## config.mk

```make
export PLATFORM = sky130hd
export DESIGN_NAME = fat_datetime_to_unix_seconds
export DESIGN_NICKNAME = d
export VERILOG_FILES = /design/src/fdt_pkg.sv /design/src/fdt_day_count.sv /design/src/fat_datetime_to_unix_seconds.sv
export VERILOG_INCLUDE_DIRS = /design/src /design/src/src
export SDC_FILE = /design/constraint.sdc
export NUM_CORES = 1
export LEC_CHECK = 0
export ABC_CLOCK_PERIOD_IN_PS = 8900
export BUFFER_PORTS_ARGS = -buffer_cell sky130_fd_sc_hd__buf_2
export CAP_MARGIN = 30
export CORE_ASPECT_RATIO = 0.7
export CORE_MARGIN = 3
export CORE_UTILIZATION = 30
export CTS_BUF_LIST = sky130_fd_sc_hd__clkbuf_4 sky130_fd_sc_hd__clkbuf_8
export DETAILED_ROUTE_END_ITERATION = 8
export GPL_ROUTABILITY_DRIVEN = 0
export GPL_TIMING_DRIVEN = 1
export SLEW_MARGIN = 25
export SYNTH_ARGS = -nofsm -noshare
export SYNTH_HDL_FRONTEND = slang
export SYNTH_SLANG_ARGS = --single-unit
```

## constraint.sdc

```tcl
create_clock -name clock -period 8.9 [get_ports clock]
set_input_delay 1.335 -clock clock [delete_from_list [all_inputs] [get_ports clock]]
set_output_delay 1.335 -clock clock [all_outputs]
set_load 0.01 [all_outputs]
```

## src/fat_datetime_to_unix_seconds_macros.svh

```systemverilog
// Assertion macros for the exFAT timestamp converter.
// Included by the top level; no other dependencies.
`ifndef FAT_DATETIME_TO_UNIX_SECONDS_MACROS_SVH
`define FAT_DATETIME_TO_UNIX_SECONDS_MACROS_SVH
`ifndef SYNTHESIS
// same-cycle implication
`define FDT_ASSERT_NOW(label, clk, rst, ante, cons) \
   label: assert property (@(posedge clk) disable iff (rst) (ante) |-> (cons)) \
      else $error("fdt assertion failed");
// next-cycle implication
`define FDT_ASSERT_NEXT(label, clk, rst, ante, cons) \
   label: assert property (@(posedge clk) disable iff (rst) (ante) |=> (cons)) \
      else $error("fdt assertion failed");
`else
`define FDT_ASSERT_NOW(label, clk, rst, ante, cons)
`define FDT_ASSERT_NEXT(label, clk, rst, ante, cons)
`endif
`endif

```

## src/fdt_pkg.sv

```systemverilog
// Shared constants and the month-start table for the exFAT timestamp converter.
// No dependencies.
package fdt_pkg;

   localparam logic [15:0] DAYS_PER_YEAR     = 16'd365;
   localparam logic [15:0] EPOCH_GAP_DAYS    = 16'(365 * 10 + 2);
   localparam logic [6:0]  NO_LEAP_YEAR      = 7'd120;
   localparam logic [16:0] SEC_PER_DAY       = 17'd86400;
   localparam logic [16:0] SEC_PER_HOUR      = 17'd3600;
   localparam logic [16:0] SEC_PER_MIN       = 17'd60;
   localparam logic signed [17:0] ZONE_SEC   = 18'sd900;   // 15 minutes
   localparam logic [29:0] NS_PER_CS         = 30'd10000000;
   localparam logic [7:0]  CS_PER_SEC        = 8'd100;

   // days before the first of each month; out-of-range months count none
   function automatic logic [8:0] month_start(input logic [3:0] month);
      logic [8:0] d;
      unique case (month)
         4'd2:    d = 9'd31;
         4'd3:    d = 9'd59;
         4'd4:    d = 9'd90;
         4'd5:    d = 9'd120;
         4'd6:    d = 9'd151;
         4'd7:    d = 9'd181;
         4'd8:    d = 9'd212;
         4'd9:    d = 9'd243;
         4'd10:   d = 9'd273;
         4'd11:   d = 9'd304;
         4'd12:   d = 9'd334;
         default: d = 9'd0;
      endcase
      return d;
   endfunction

endpackage

```

## src/fdt_day_count.sv

```systemverilog
// Day count since 1970-01-01 from the exFAT date half.
// Uses fdt_pkg.
module fdt_day_count (
   input  logic [6:0]  year_i,    // years since 1980
   input  logic [3:0]  month_i,
   input  logic [4:0]  day_i,
   output logic [15:0] days_o
);

   logic [3:0] month_fix;
   logic [4:0] day_ofs;
   logic [7:0] year_p3;
   logic [5:0] leap_base;
   logic       past_gap;
   logic       cur_leap;
   logic [6:0] leap;

   always_comb begin
      month_fix = (month_i == 4'd0) ? 4'd1 : month_i;
      day_ofs   = (day_i == 5'd0) ? 5'd0 : day_i - 5'd1;
      year_p3   = {1'b0, year_i} + 8'd3;
      leap_base = year_p3[7:2];
      past_gap  = year_i > fdt_pkg::NO_LEAP_YEAR;
      // months 13..15 also count as past February
      cur_leap  = (year_i[1:0] == 2'b00) && (year_i != fdt_pkg::NO_LEAP_YEAR)
                  && (month_fix > 4'd2);
      leap      = {1'b0, leap_base} - {6'b0, past_gap} + {6'b0, cur_leap};
      days_o    = 16'(year_i) * fdt_pkg::DAYS_PER_YEAR + 16'(leap)
                  + 16'(fdt_pkg::month_start(month_fix)) + 16'(day_ofs)
                  + fdt_pkg::EPOCH_GAP_DAYS;
   end

endmodule

```

## src/fat_datetime_to_unix_seconds.sv

```systemverilog
// exFAT date/time word to Unix seconds and nanoseconds, three-stage pipeline.
// Uses fdt_pkg, fdt_day_count and the assertion macro header.
// An accepted req beat passes the stage 1, 2 and 3 registers to rsp_tvalid.
// Throughput: one beat per cycle while rsp_tready is high; stages load when
//   empty or draining; a stalled output beat stops intake only in a full pipe.
// Reset: synchronous, active high; clears the stage valid bits only.
`include "fat_datetime_to_unix_seconds_macros.svh"
module fat_datetime_to_unix_seconds (
   input  logic        clock,
   input  logic        reset,
   input  logic        req_tvalid,
   output logic        req_tready,
   input  logic [47:0] req_tdata,   // [31:0] fat_datetime, [39:32] centiseconds,
                                    // [47:40] zone_byte
   output logic        rsp_tvalid,
   input  logic        rsp_tready,
   output logic [63:0] rsp_tdata    // [32:0] unix_seconds, [62:33] nanoseconds,
                                    // [63] zero
);

   // ---------------- handshake / stage enables ----------------
   logic v1_ff, v2_ff, v3_ff;
   logic rdy1, rdy2, rdy3;

   assign rdy3       = !v3_ff || rsp_tready;
   assign rdy2       = !v2_ff || rdy3;
   assign rdy1       = !v1_ff || rdy2;
   assign req_tready = rdy1;
   assign rsp_tvalid = v3_ff;

   always_ff @(posedge clock) begin
      if (reset) begin
         v1_ff <= 1'b0;
         v2_ff <= 1'b0;
         v3_ff <= 1'b0;
      end else begin
         if (rdy1) v1_ff <= req_tvalid;
         if (rdy2) v2_ff <= v1_ff;
         if (rdy3) v3_ff <= v2_ff;
      end
   end

   // ---------------- stage 1: field decode, day count ----------------
   logic [31:0] fat_datetime;
   logic [7:0]  centiseconds;
   logic [7:0]  zone_byte;

   assign fat_datetime = req_tdata[31:0];
   assign centiseconds = req_tdata[39:32];
   assign zone_byte    = req_tdata[47:40];

   logic [15:0]       days_in;
   logic [1:0]        cs_q_in;
   logic [6:0]        cs_r_in;
   logic signed [7:0] zone_in;
   logic [7:0]        cs_sub;

   fdt_day_count u_day_count (
      .year_i  (fat_datetime[31:25]),
      .month_i (fat_datetime[24:21]),
      .day_i   (fat_datetime[20:16]),
      .days_o  (days_in)
   );

   always_comb begin
      // centiseconds split into whole seconds (0..2) and a remainder
      priority if (centiseconds >= 8'(2 * fdt_pkg::CS_PER_SEC)) begin
         cs_q_in = 2'd2;
         cs_sub  = centiseconds - 8'(2 * fdt_pkg::CS_PER_SEC);
      end else if (centiseconds >= fdt_pkg::CS_PER_SEC) begin
         cs_q_in = 2'd1;
         cs_sub  = centiseconds - fdt_pkg::CS_PER_SEC;
      end else begin
         cs_q_in = 2'd0;
         cs_sub  = centiseconds;
      end
      cs_r_in = cs_sub[6:0];
      // bit 6 clear: positive 0..63, bit 7 ignored; else plain signed byte
      if (!zone_byte[6]) zone_in = $signed({2'b00, zone_byte[5:0]});
      else               zone_in = $signed(zone_byte);
   end

   logic [15:0]       s1_days_ff;
   logic [4:0]        s1_hour_ff;
   logic [5:0]        s1_min_ff;
   logic [4:0]        s1_sec2_ff;
   logic [1:0]        s1_cs_q_ff;
   logic [6:0]        s1_cs_r_ff;
   logic signed [7:0] s1_zone_ff;

   always_ff @(posedge clock) begin
      if (rdy1 && req_tvalid) begin
         s1_days_ff <= days_in;
         s1_hour_ff <= fat_datetime[15:11];
         s1_min_ff  <= fat_datetime[10:5];
         s1_sec2_ff <= fat_datetime[4:0];
         s1_cs_q_ff <= cs_q_in;
         s1_cs_r_ff <= cs_r_in;
         s1_zone_ff <= zone_in;
      end
   end

   // ---------------- stage 2: products ----------------
   logic [32:0]        day_secs_in;
   logic [16:0]        tod_in;
   logic signed [17:0] zone_secs_in;
   logic [29:0]        nanos_in;

   always_comb begin
      day_secs_in  = 33'(s1_days_ff) * 33'(fdt_pkg::SEC_PER_DAY);
      // hours and minutes are not range checked
      tod_in       = 17'(s1_hour_ff) * fdt_pkg::SEC_PER_HOUR
                     + 17'(s1_min_ff) * fdt_pkg::SEC_PER_MIN
                     + {11'b0, s1_sec2_ff, 1'b0};
      zone_secs_in = 18'(s1_zone_ff) * fdt_pkg::ZONE_SEC;
      nanos_in     = 30'(s1_cs_r_ff) * fdt_pkg::NS_PER_CS;
   end

   logic [32:0]        s2_day_secs_ff;
   logic [16:0]        s2_tod_ff;
   logic signed [17:0] s2_zone_secs_ff;
   logic [29:0]        s2_nanos_ff;
   logic [1:0]         s2_cs_q_ff;

   always_ff @(posedge clock) begin
      if (rdy2 && v1_ff) begin
         s2_day_secs_ff  <= day_secs_in;
         s2_tod_ff       <= tod_in;
         s2_zone_secs_ff <= zone_secs_in;
         s2_nanos_ff     <= nanos_in;
         s2_cs_q_ff      <= s1_cs_q_ff;
      end
   end

   // ---------------- stage 3: final sum, output register ----------------
   logic signed [34:0] secs_sum_in;

   always_comb begin
      // result always lands in range, so the 33-bit cut never wraps
      secs_sum_in = $signed({2'b00, s2_day_secs_ff}) + $signed({18'b0, s2_tod_ff})
                    + $signed({33'b0, s2_cs_q_ff}) - 35'(s2_zone_secs_ff);
   end

   logic [32:0] s3_secs_ff;
   logic [29:0] s3_nanos_ff;

   always_ff @(posedge clock) begin
      if (rdy3 && v2_ff) begin
         s3_secs_ff  <= secs_sum_in[32:0];
         s3_nanos_ff <= s2_nanos_ff;
      end
   end

   assign rsp_tdata = {1'b0, s3_nanos_ff, s3_secs_ff};

   // ---------------- assertions ----------------
   // a full, stalled pipe must refuse new beats
   `FDT_ASSERT_NOW(a_full_stall, clock, reset,
      v1_ff && v2_ff && v3_ff && !rsp_tready, !req_tready)
   // a stage that cannot drain keeps its beat
   `FDT_ASSERT_NEXT(a_s1_hold, clock, reset, v1_ff && !rdy2, v1_ff)
   // remainder stays below one second
   `FDT_ASSERT_NOW(a_nanos_range, clock, reset, v3_ff, s3_nanos_ff <= 30'd990000000)
   // earliest encodable time falls late in 1979, still above this floor
   `FDT_ASSERT_NOW(a_secs_floor, clock, reset, v3_ff, s3_secs_ff >= 33'd315000000)

endmodule

```

==> flow_summary.yaml, run 1 <==
run_status:
  status: "completed"
routing:
  viasPerCell: 4.40
  firstDrtPassIters: 5
  final_antenna_net_count: 0
  drt_iter0_drc: 552
  via_count: 11196
  wire_per_inst_um: 13.5
  wl_um: 34300
  post-route-drc-count: 0
setup_path:
  rr_endpoint: "s2_day_secs_ff[29]"
  rrSetupSlack_ps: 4000
  r2r_start: "s1_days_ff[1]"
  cp.required_ps: 9140
  crit_type: "input pin to flip-flop"
  path_max_fanout: 5
  crit_end: "s1_days_ff[13]"
  cp-end-kind: "flip-flop"
  critPathLaunchType: "input pin"
  setup.worst_path.start: "req_tdata[25]"
  worstRegToRegCells: 17
  worstPathArrival_ps: 7560
timing:
  hold-worst-slack_ps: 426
  final_max_slew_viol_count: 0
  fin_crit_sh_pct: 82.2
  rsz0062_at_grt: "no"
  relSlewSlack_pct: 49.7
  min_period_ps: 7310
  fmax_mhz: 137
  final.setup.tns_ps: 0
  setup_viol: 0
  worstMarginPinSlew_ps: 755
  fin_skew_ps: 23.0
  hold_viol_final: 0
logic_synthesis:
  synth_area_mm2: 0.0178
  synthCells: 1632
  async_flop_share_pct: 0
  ys_ff_latch: 191
  synth_edf_count: 188
  syn-mean-instance-area_um2: 10.9
  ys_warn_count: 0
  ys_seq_area_share_pct: 32.1
  synth-main-ff-cell: "edfxtp_1"
  synth.distinct_cells: 57
grt:
  grt.met2_usage_pct: 17.0
  grt_first_pass_wirelength_um: 57200
  grt-ovfl-total: 0
  grt_pass1_vias: 11302
  grt_busiest_layer: "met2"
  track_usage_pct: 11.3
  grt_max_degree: 58
  antenna_found_initial: 2
  grtUsageMet1_pct: 16.8
  met3_usage_pct: 2.57
clocking:
  hold_buffers: 0
  cts_made_buffers: 17
  htreeDepth: 4
  cts_resized: 0
  clk_pin_slew_ps: 90
  clock_latency_ps: 510
  cts_tree: "done"
  cts-root-buf: "clkbuf_8"
  clock-sinks: 191
  postCtsSetupRepairBufs: 0
  cts_buffer_depth: 2
cells_and_area:
  area_delta_synth_final_pct: 10.6
  layout_commonest_cell: "ha_1"
  layout_common_cells: "352 x ha_1, 335 x inv_1, 188 x edfxtp_1, 119 x fa_1"
  drive_gt1_share_pct: 9.04
  final_nets: 2271
floorplanning:
  die_x_um: 297
  die-area_mm2: 0.0622
  initial_utilization_pct: 30.8
  ios: 118
  core_region_area_mm2: 0.0576
  fp.dieH_um: 210
  placementRows: 73
worst_hold_path:
  hold_path_depth: 0
  hp-start: "s2_nanos_ff[15]"
  hp-class: "flip-flop to flip-flop"
place:
  dp_hpwl_um: 28600
  io_buffers: 109
flow_run:
  drv_cap: 0
==> state kept, by name, indices dropped and copies added, names as in the netlist, 2 cells and up <==
| name | count |
|---|---|
| s2_tod_ff | 16 |
| s1_days_ff | 16 |
| s2_day_secs_ff | 26 |
| s3_secs_ff | 33 |
| s3_nanos_ff | 23 |
| s2_cs_q_ff | 2 |
| s1_hour_ff | 5 |
| s1_zone_ff | 8 |
| s1_cs_r_ff | 7 |
| s2_zone_secs_ff | 16 |
| s1_cs_q_ff | 2 |
| s2_nanos_ff | 23 |
| s1_min_ff | 6 |
| s1_sec2_ff | 5 |
==> synth_stat cells, drive strengths merged (3+ instances only) <==
cell    count  area share (%)
nor2b      10            0.35
a31o        3            0.15
dfxtp       3            0.34
edfxtp    188              32
a21oi     110             3.1
nand3      19            0.54
nor3        9            0.25
nand4      11            0.39
a21boi      5            0.21
a221o       3            0.17
clkbuf     14            0.30
o31ai       3            0.13
o211ai      4            0.17
xor2       45             2.2
buf         9            0.37
nor2       37            0.78
a221oi      3            0.18
a41o        3            0.17
nand2b     10            0.35
xnor2      88             4.3
o21bai     21            0.89
ha        352              25
o21ai      55             1.5
and3        9            0.32
and2        4            0.14
a21o       41             1.7
nand2      63             1.3
fa        119              13
o21a        6            0.25
mux2        5            0.32
inv       335             7.1
a211oi      4            0.20
a41oi       4            0.20
a31oi      14            0.53
or3         3            0.11
==> final cells by class <==
class	count	area, um^2
clock buffers	19	249
clock inverters	11	108
inverters	335	1260
multi-input cells	1090	10800
fillers	5718	38000
well taps	787	985
diodes	1	2.50
flip-flops and latches	191	5710
repair buffers	113	596
==> critical path, cell delays in order <==
cell      delay, ps
buf_2           130
inv_1           260
ha_1            300
xor2_1          170
ha_1            210
inv_1            60
ha_1            270
a21o_1          160
a21oi_1         210
o21bai_1         90
a21oi_1         190
xor2_1          110
fa_1            360
inv_1            70
fa_1            420
fa_1            470
fa_1            550
inv_1            50
fa_1            520
inv_1            40
ha_1            340
o21a_1          210
o21ai_0         160
nand2b_1        120
a41o_1          290
a21o_1          190
a21oi_1         170
xnor2_1          90
==> metal layers <==
| layer | up-vias | routed length [um] | share of wire [%] |
|---|---|---|---|
| met5 | - | 0 | 0 |
| met4 | 0 | 252 | 0.73 |
| met3 | 17 | 1220 | 3.6 |
| met2 | 169 | 14200 | 41 |
| met1 | 5245 | 18700 | 54 |
| li1 | 5765 | - | - |
==> stage by stage <==
step                      setup slack (ps)  utilization (%)  instances  area [um^2]
after detailed placement              1130             33.5       2516        19300
after CTS                             1670             34.1       2546        19700
after global placement                1210             33.4       2515        19300
after floorplan                        796                -       1639        17800
after global routing                  1270             34.1       2546        19700
final                                 1590             34.1       2547        19700
==> logic make-up after synthesis <==
group,synth area share [%]
other,0.0211
buffers and inverters,7.74
adders and majority gates,38.2
DFF,32.1
muxes,0.373
xor gates and xnor gates,6.55
AOI/OAI and AO/OA,10.1
and+or+nand+nor,4.94
==> worst min-delay path by stage <==
stage | endpoint | slack (ps)
floorplan | s2_cs_q_ff[0] | 400
global placement | s3_nanos_ff[15] | 400
detailed placement | s3_nanos_ff[15] | 410
CTS | s3_nanos_ff[15] | 430
global route | s3_nanos_ff[15] | 430
finish | s3_nanos_ff[15] | 430
Power of run 1 is left out: the tool's default activity adds up to more than one toggle a clock period on the data nets, which glitch-free logic cannot reach.
==> inputs of run 2 (changes only) <==
--- a/config.mk
+++ b/config.mk
@@ -6,7 +6,8 @@
 export SDC_FILE = /design/constraint.sdc
 export NUM_CORES = 1
 export LEC_CHECK = 0
-export ABC_CLOCK_PERIOD_IN_PS = 8900
+export ABC_AREA = 1
+export ABC_CLOCK_PERIOD_IN_PS = 7600
 export BUFFER_PORTS_ARGS = -buffer_cell sky130_fd_sc_hd__buf_2
 export CAP_MARGIN = 30
 export CORE_ASPECT_RATIO = 0.7
==> constraint.sdc (replaced) <==
create_clock -name clock -period 7.6 [get_ports clock]
set_input_delay 1.14 -clock clock [delete_from_list [all_inputs] [get_ports clock]]
set_output_delay 1.14 -clock clock [all_outputs]
set_load 0.01 [all_outputs]
==> run 2 against run 1 <==
Synthesized cell count rose by 41%. Utilization fell by 0.16 points. Routed wire length rose by 26%. Die area rose by 11%. Design area rose by 11%. Critical endpoint is now s1_days_ff[15]. Final cell count rose by 30%. Clock skew rose by 6.6 ps. Worst hold slack improved by 2.8 ps. Sequential share of layout area fell by 2.8 points. Global-route usage rose by 1.7 points. Worst setup slack got worse by 730 ps.
==> flow_summary.yaml, run 2 <==
run_status:
  status: "completed"
timing:
  fmax_mhz: 148
  min_period_ps: 6750
  final.setup.tns_ps: 0
  setup_viol: 0
  relSlewSlack_pct: 53.3
  fin_skew_ps: 29.6
  final_max_slew_viol_count: 0
  rsz0062_at_grt: "no"
  fin_crit_sh_pct: 88.8
  worstMarginPinSlew_ps: 701
  hold_viol_final: 0
grt:
  antenna_found_initial: 0
  track_usage_pct: 12.9
  grt_busiest_layer: "met1"
  grtUsageMet1_pct: 20.5
  grt-ovfl-total: 0
  met3_usage_pct: 2.85
  grt_first_pass_wirelength_um: 71500
  grt_pass1_vias: 13709
  grt_max_degree: 57
  grt.met2_usage_pct: 17.6
floorplanning:
  ios: 118
  initial_utilization_pct: 30.8
  placementRows: 77
  die-area_mm2: 0.0688
  core_region_area_mm2: 0.0641
  die_x_um: 312
  fp.dieH_um: 220
setup_path:
  cp-end-kind: "flip-flop"
  cp.required_ps: 7890
  crit_type: "input pin to flip-flop"
  cp_top_family: "adder cells"
  crit_top_cell: "inv_1"
  critPathLaunchType: "input pin"
  cp_slowest_cell: "fa_1"
  path_max_fanout: 5
  crit_buf_inv: 8
  max_stage_delay_ps: 510
  worstPathArrival_ps: 7040
cells_and_area:
  layout_common_cells: "550 x inv_1, 542 x nand2_1, 352 x ha_1, 188 x edfxtp_1, 119 x fa_1"
  reg_top3: "s3_secs_ff x33, s2_day_secs_ff x26"
  drive_gt1_share_pct: 6.31
  regMostFlops: "s3_secs_ff"
  final_nets: 2949
  largest_reg_flops: 33
  stdcell_area_mm2: 0.0217
  fin_cells: 3308
  finish.utilization_pct: 33.9
  layout_commonest_cell: "inv_1"
  area_delta_synth_final_pct: 10.4
  n_antenna_cell: 0
clocking:
  clock_latency_ps: 530
  cts_resized: 0
  htreeDepth: 4
  clock-sinks: 191
  cts_made_buffers: 17
  cts-root-buf: "clkbuf_8"
  cts_buffer_depth: 2
  clk_pin_slew_ps: 110
  hold_buffers: 0
  postCtsSetupRepairBufs: 0
  cts_tree: "done"
place:
  io_buffers: 109
  placed_area_mm2: 0.0213
  dp_hpwl_um: 37000
  dp_cells: 3276
logic_synthesis:
  async_flop_share_pct: 0
  synth.largest_area_cell: "edfxtp_1"
  synth_commonest_cells: "552 x inv_1, 542 x nand2_1, 352 x ha_1"
  synth_top_area_share_pct: 28.7
  syn-mean-instance-area_um2: 8.56
  synth_edf_count: 188
  ys_warn_count: 0
  synth.area.top_cells: "edfxtp_1 29%, ha_1 22%, fa_1 12%"
  synth.most_common_cell: "inv_1"
  synth.distinct_cells: 35
  ys_ff_latch: 191
  synth_area_mm2: 0.0197
  synth-main-ff-cell: "edfxtp_1"
  ys_seq_area_share_pct: 29.0
  synthCells: 2302
routing:
  wl_um: 43300
  drt_iter0_drc: 882
  wire_per_inst_um: 13.1
  firstDrtPassIters: 6
  post-route-drc-count: 0
  via_count: 14303
  viasPerCell: 4.32
  final_antenna_net_count: 0
flow_run:
  drv_cap: 0
worst_hold_path:
  hp-class: "flip-flop to flip-flop"
## run 2: metrics by stage
step,hold slack (ps),setup WS (ps)
floorplan,400,984
global placement,402,409
detailed placement,405,358
CTS,420,933
global route,434,480
finish,429,854
## run 2: worst paths after layout
| kind | to | start | cells past startpoint | slack, ps |
|---|---|---|---|---|
| setup reg to reg | s2_tod_ff[13] | s1_min_ff[0] | 16 | 3150 |
| setup / recovery | s1_days_ff[15] | req_tdata[25] | 30 | 850 |
| hold reg to reg | s3_nanos_ff[25] | s2_nanos_ff[25] | 0 | 430 |
| hold / removal | s3_nanos_ff[25] | s2_nanos_ff[25] | 0 | 430 |
## run 2: metal layers
| metal | routed length [um] | vias to the layer above |
|---|---|---|
| met4 | 536 | 0 |
| met3 | 2370 | 33 |
| li1 | - | 7491 |
| met2 | 16300 | 289 |
| met5 | 0 | - |
| met1 | 24100 | 6490 |
## run 2: cells by family (layout without fill, tap and decap cells)
group	count (synthesis)	after routing	synth area share, %
XOR/XNOR	96	96	4.31
adder cells (fa/ha/maj)	471	471	34.4
other	1	8	0.0190
buffers and inverters	566	696	10.9
flip-flops	191	191	29.0
AND/OR/NAND/NOR	819	819	16.9
AO/OA/AOI/OAI	158	158	4.44
## run 2: area by class of cell
| class | instances | area, um^2 |
|---|---|---|
| Clock buffer | 17 | 234 |
| Clock inverter | 15 | 195 |
| Fill cell | 6711 | 42300 |
| Inverter | 552 | 2070 |
| Multi-Input combinational cell | 1552 | 11900 |
| Sequential cell | 191 | 5710 |
| Tap cell | 869 | 1090 |
| Timing Repair Buffer | 112 | 568 |
Power of run 2 is left out for the same reason.
